--- src/hw/rtl/tbc_pkg.sv ---
// Shared types, constants and the round mixing function of the TEA cipher.
// Used by tbc_keys, tbc_cell and tea_block_cipher_top; depends on nothing.
package tbc_pkg;

  localparam int unsigned WORD_W       = 32;
  localparam int unsigned BLOCK_W      = 2 * WORD_W;
  localparam int unsigned KEY_WORDS    = 4;
  localparam int unsigned CFG_IDX_W    = 2;
  localparam int unsigned ROUND_COUNT_DEF = 32;

  localparam logic [WORD_W-1:0] TEA_DELTA = 32'h9E37_79B9;

  // Key register indexes on the configuration port
  localparam logic [CFG_IDX_W-1:0] KEY_IDX_0 = 2'd0;
  localparam logic [CFG_IDX_W-1:0] KEY_IDX_1 = 2'd1;
  localparam logic [CFG_IDX_W-1:0] KEY_IDX_2 = 2'd2;
  localparam logic [CFG_IDX_W-1:0] KEY_IDX_3 = 2'd3;

  // Operation codes carried by the cmd bit
  localparam logic CMD_ENCRYPT = 1'b0;
  localparam logic CMD_DECRYPT = 1'b1;

  typedef logic [WORD_W-1:0] word_t;
  typedef word_t [KEY_WORDS-1:0] key_t;

  // What one cell hands to the next
  typedef struct packed {
    logic  valid;
    logic  cmd;
    word_t y;
    word_t z;
  } stage_t;

  // TEA mixing term
  function automatic word_t tea_mix(word_t v, word_t sum, word_t ka, word_t kb);
    tea_mix = ((v << 4) + ka) ^ (v + sum) ^ ((v >> 5) + kb);
  endfunction

endpackage

--- src/hw/rtl/tbc_cell.sv ---
// One half-round cell of the TEA chain: updates one half of the block and
// registers the result for the next cell. Depends on tbc_pkg.
module tbc_cell
  import tbc_pkg::*;
#(
  parameter int unsigned ROUND_COUNT = ROUND_COUNT_DEF,
  parameter int unsigned STEP        = 0
)
(
  input  logic   clk,
  input  logic   rst_n,
  input  logic   en,
  input  key_t   key,
  input  stage_t din,
  output stage_t dout
);

  // Round sums fixed at elaboration for both directions
  localparam int unsigned RND = STEP / 2;
  localparam logic [63:0] ENC_PROD = 64'(RND + 1) * 64'(TEA_DELTA);
  localparam logic [63:0] DEC_PROD = 64'(ROUND_COUNT - RND) * 64'(TEA_DELTA);
  localparam word_t ENC_SUM = ENC_PROD[WORD_W-1:0];
  localparam word_t DEC_SUM = DEC_PROD[WORD_W-1:0];
  localparam logic  EVEN    = ((STEP % 2) == 0);

  logic   upd_y;
  word_t  src;
  word_t  old;
  word_t  sum;
  word_t  ka;
  word_t  kb;
  word_t  mixv;
  word_t  newv;
  stage_t data_r;
  stage_t data_nxt;

  // Encryption updates y on even steps, decryption on odd steps
  always_comb begin
    upd_y = (din.cmd == CMD_DECRYPT) ? !EVEN : EVEN;
    sum   = (din.cmd == CMD_DECRYPT) ? DEC_SUM : ENC_SUM;
    src   = upd_y ? din.z : din.y;
    old   = upd_y ? din.y : din.z;
    ka    = upd_y ? key[0] : key[2];
    kb    = upd_y ? key[1] : key[3];
    mixv  = tea_mix(src, sum, ka, kb);
    newv  = (din.cmd == CMD_DECRYPT) ? (old - mixv) : (old + mixv);
    data_nxt = din;
    if (upd_y) begin
      data_nxt.y = newv;
    end else begin
      data_nxt.z = newv;
    end
  end

  // Advance when the chain moves, hold otherwise
  always_ff @(posedge clk) begin
    if (!rst_n) begin
      data_r.valid <= 1'b0;
    end else if (en) begin
      data_r <= data_nxt;
    end
  end

  assign dout = data_r;

endmodule

--- config.mk ---
export PLATFORM = sky130hd
export DESIGN_NAME = tbc_cell
export DESIGN_NICKNAME = d
export VERILOG_FILES = /design/src/hw/rtl/tbc_pkg.sv /design/src/hw/rtl/tbc_cell.sv
export SDC_FILE = /design/constraint.sdc
export NUM_CORES = 1
export LEC_CHECK = 0
export BUFFER_PORTS_ARGS = -buffer_cell sky130_fd_sc_hd__buf_2
export CORE_MARGIN = 4
export CORE_UTILIZATION = 61
export DETAILED_ROUTE_END_ITERATION = 12
export PLACE_DENSITY_LB_ADDON = 0.3
export REMOVE_ABC_BUFFERS = 1
export SKIP_LAST_GASP = 1
export SLEW_MARGIN = 20
export SYNTH_ARGS = -nofsm -noshare
export SYNTH_HDL_FRONTEND = slang
export SYNTH_SLANG_ARGS = --single-unit
--- constraint.sdc ---
create_clock -name clk -period 17.3 [get_ports clk]
set_input_delay 0.865 -clock clk [delete_from_list [all_inputs] [get_ports clk]]
set_output_delay 0.865 -clock clk [all_outputs]
set_load 0.03 [all_outputs]
==> metrics.md <==
| Metric | Value |
|---|---|
| Synth Area in Compound Gates | `23.3%` |
| WL final | `34.0 mm` |
| Clock H-tree levels | `3` |
| Final setup violating endpoints | `0` |
| Post-Synthesis Cell Area | `~11,000 um2` |
| Post-synth ARST share | `0%` |
| Avg Cell Area, Syn | `roughly 8.4 um2` |
| Grt total ovfl | `0` |
| Fillers | `roughly 1,400` |
| WL per Instance | `between 15 and 20 um` |
| Synth Instances | `around 1,300` |
| Largest family of logic cells by synthesized area | `compound AO/OA/AOI/OAI gates` |
| Post-CTS Setup Bufs | `0` |
| Post-cts sizing count | `0` |
| Final setup TNS | `0 ps` |
| Met1 wire length | `roughly 15 mm` |
| Crit path arrival time | `8980 ps` |
| DRC marker count from the first detailed-route iteration | `around 1,200` |
| GP Congestion | `approximately 0.98` |
| Initial antenna violation count | `0` |
| Post-synth top flop | `edfxtp_1` |
| Sequential Area | `1970 um2` |
| Slew headroom | `between 30 and 40%` |
| Leakage | `between 5 and 6 nW` |
| DR WL met3 | `~3.8 mm` |
| Yosys cell types | `98` |
| Dpl cell area | `roughly 12,000 um2` |
| Metal2 WL | `~14 mm` |
| Drt via density | `approximately 6.3` |
| IO Pins | `about 260` |
| Max reg flops | `66` |
| Hpwl dp | `between 20 and 30 mm` |
| Min-delay worst type | `register to register` |
| Post-synthesis xor/xnor area fraction | `roughly 17%` |
| Clk pwr share | `a little under an eighth` |
| Simple-Gate Fraction of Synth Area | `16.7%` |
| Tot GR Track Use | `32.1%` |
| Multi-input gate area | `roughly 8700 um2` |
| DRT Pass-1 Iters | `6` |
| DRT antenna net count | `0` |
| Critical path's largest stage delay | `680 ps` |
| Commonest non-fill, non-tap cell in the layout | `buf_2` |
| Die X | `between 100 and 150 um` |
| Ant diodes | `0` |
| DRC viols | `0` |
| FP Rows | `48` |
| Pin count of the biggest net entering global routing | `approximately 120` |
| Combinational Power Share | `approximately 74%` |
| Post-synthesis mux area share | `around a tenth` |
| P_sw | `slightly below 0.0009 W` |
| Post-synth EDFFs | `65` |
| Area Growth Syn to Fin | `16.0%` |
| Register area share after synthesis | `between 10% and 20%` |
| Core Util, Final | `73.0%` |
| Die Height | `between 100 and 150 um` |
| Final Max Tran Viols | `0` |
| CTS buffer count | `9` |
| Final net count | `about 1,800` |
| Worst slew pin tran | `roughly 960 ps` |
| Final worst-path cycle share | `between 50% and 60%` |
| Cell Pwr Density | `142 nW/um2` |
| Yosys warnings | `0` |
| Clock buffer depth | `2` |
| Max Used Layer | `met4` |
| Core area | `between 15,000 and 20,000 um2` |
| Die area | `between 20,000 and 25,000 um2` |
| Design Area, Final | `between 10,000 and 15,000 um2` |
| Overall Power | `0.00182 W` |
| Critical Path Source Type | `input pin` |
| CTS tree | `built` |
| Most frequent CP cell | `o21ai_0` |
| Max Cap Viol | `0` |
| Clock transition at path regs | `around 60 ps` |
| Slowest-stage cell, CP | `buf_4` |
| CTS Hold Bufs | `0` |
| Status | `complete, no violations` |
| Int Power | `0.000936 W` |
| Net Sw Frac | `between 40% and 50%` |
| Tmin final | `8930 ps` |
| Worst setup EP type | `register` |
| Critical path peak fanout | `about 120` |
| Clock root cell | `clkbuf_16` |
| WP data required | `17,350 ps` |
| RSZ-0062 raised after global routing | `false` |
| Max Clock Skew | `0 ps` |
| Vias | `roughly 11,000` |
| Fmax | `between 0.1 and 0.15 GHz` |
| Crit Path Class | `input pin to register` |
| Post-Synth Adder-Cell Area | `between 10% and 20%` |
| Most frequent cells in the layout | `buf_2 (261), xnor2_1 (141), nand2_1 (116)` |
| First-pass GRT wire length | `~53 mm` |
| Starting Density | `62.9%` |
| #FFs+latches synth | `66` |
| Sink Count | `66` |
| Clock Latency Late Sink | `340 ps` |
| Sequential power share | `between 10% and 20%` |
| # port buffers | `around 260` |
| Number of global-route vias before repair | `roughly 10,000` |
| Layout cells sized above 1 | `26.3%` |
| Hold slack | `547 ps` |
| Max VDD drop | `0.0949 mV` |
| Final Hold Viols | `0` |
[cells in the mapped netlist, types with 4 or more instances]
| cell | instances | area [um2] |
|---|---|---|
| a41oi_1 | 8 | 70.1 |
| a21oi_1 | 89 | 445 |
| xnor2_1 | 141 | 1230 |
| and3_1 | 11 | 68.8 |
| mux2_2 | 90 | 1010 |
| a21o_1 | 38 | 285 |
| xor2_1 | 48 | 420 |
| o221ai_1 | 4 | 35.0 |
| nand4_1 | 9 | 56.3 |
| edfxtp_1 | 65 | 1950 |
| nor4b_1 | 5 | 43.8 |
| buf_1 | 5 | 18.8 |
| and2_1 | 11 | 68.8 |
| clkbuf_1 | 30 | 113 |
| o22ai_1 | 4 | 25.0 |
| or2_2 | 4 | 25.0 |
| or3_1 | 7 | 43.8 |
| ha_1 | 95 | 1190 |
| nand2_1 | 116 | 435 |
| nor2b_1 | 22 | 138 |
| buf_2 | 4 | 20.0 |
| o211ai_1 | 14 | 105 |
| a211oi_1 | 9 | 67.6 |
| a31oi_1 | 31 | 194 |
| o21ai_1 | 7 | 35.0 |
| inv_1 | 44 | 165 |
| nand2b_1 | 18 | 113 |
| o41ai_1 | 4 | 35.0 |
| and4b_1 | 4 | 40.0 |
| o21ai_0 | 104 | 521 |
| o21a_1 | 13 | 97.6 |
| o21bai_1 | 15 | 113 |
| nor2_1 | 75 | 282 |
| nand3_1 | 15 | 75.1 |
| buf_6 | 5 | 56.3 |
| xnor3_1 | 4 | 90.1 |
| nor3_1 | 18 | 90.1 |
| mux2i_1 | 14 | 140 |
| o31ai_1 | 13 | 97.6 |
| nor3b_1 | 5 | 37.5 |
[layout make-up]
cell class                      count  share of cell area (%)
Timing Repair Buffer              267                    10.6
Tap cell                          225                    2.20
Clock buffer                       10                    1.87
Multi-Input combinational cell   1154                    67.9
Sequential cell                    66                    15.4
Clock inverter                      6                   0.704
Inverter                           46                    1.35
[layer usage]
metal,vias to the layer above,track usage (%)
li1,5345,-
met1,5221,49.4
met2,639,48.1
met3,44,4.40
met4,0,5.95
met5,-,0
[stage by stage]
stage               setup slack [ps]  cells
CTS                             8610   1774
floorplan                      10280   1266
global route                    7810   1774
detailed placement              8280   1758
global placement                8520   1758
finish                          8370   1774
[power groups by stage]
stage	logic (W)	registers (W)	clock network [W]
floorplan	0.000931	0.000349	0
CTS	0.00133	0.000262	0.000207
global placement	0.00128	0.000263	0
global route	0.00147	0.000265	0.000212
detailed placement	0.00132	0.000265	0
finish	0.00135	0.000261	0.000206
[worst max-delay path: cells and delay by family]
| family | cells | cell delay, ps |
|---|---|---|
| buffers and inverters | 4 | 1820 |
| AO/OA/AOI/OAI | 12 | 2940 |
| XOR/XNOR | 3 | 780 |
| AND/OR/NAND/NOR | 9 | 1740 |
| adder cells (fa/ha/maj) | 2 | 730 |
[path summary, 6_finish.rpt]
check,from,cells after the start,to,slack [ps]
setup / recovery,din[64],30,dout[63],8370
hold / removal,dout[65],2,dout[65],550
setup reg to reg,dout[65],2,dout[65],16690
hold reg to reg,dout[65],2,dout[65],550
[cells by family after synthesis]
family | count (synthesis)
simple gates | 353
fa+ha+maj | 98
mux | 106
flops | 66
xor+xnor | 198
compound gates | 399
buf+inv | 90
(Power assumes the default switching activity.)
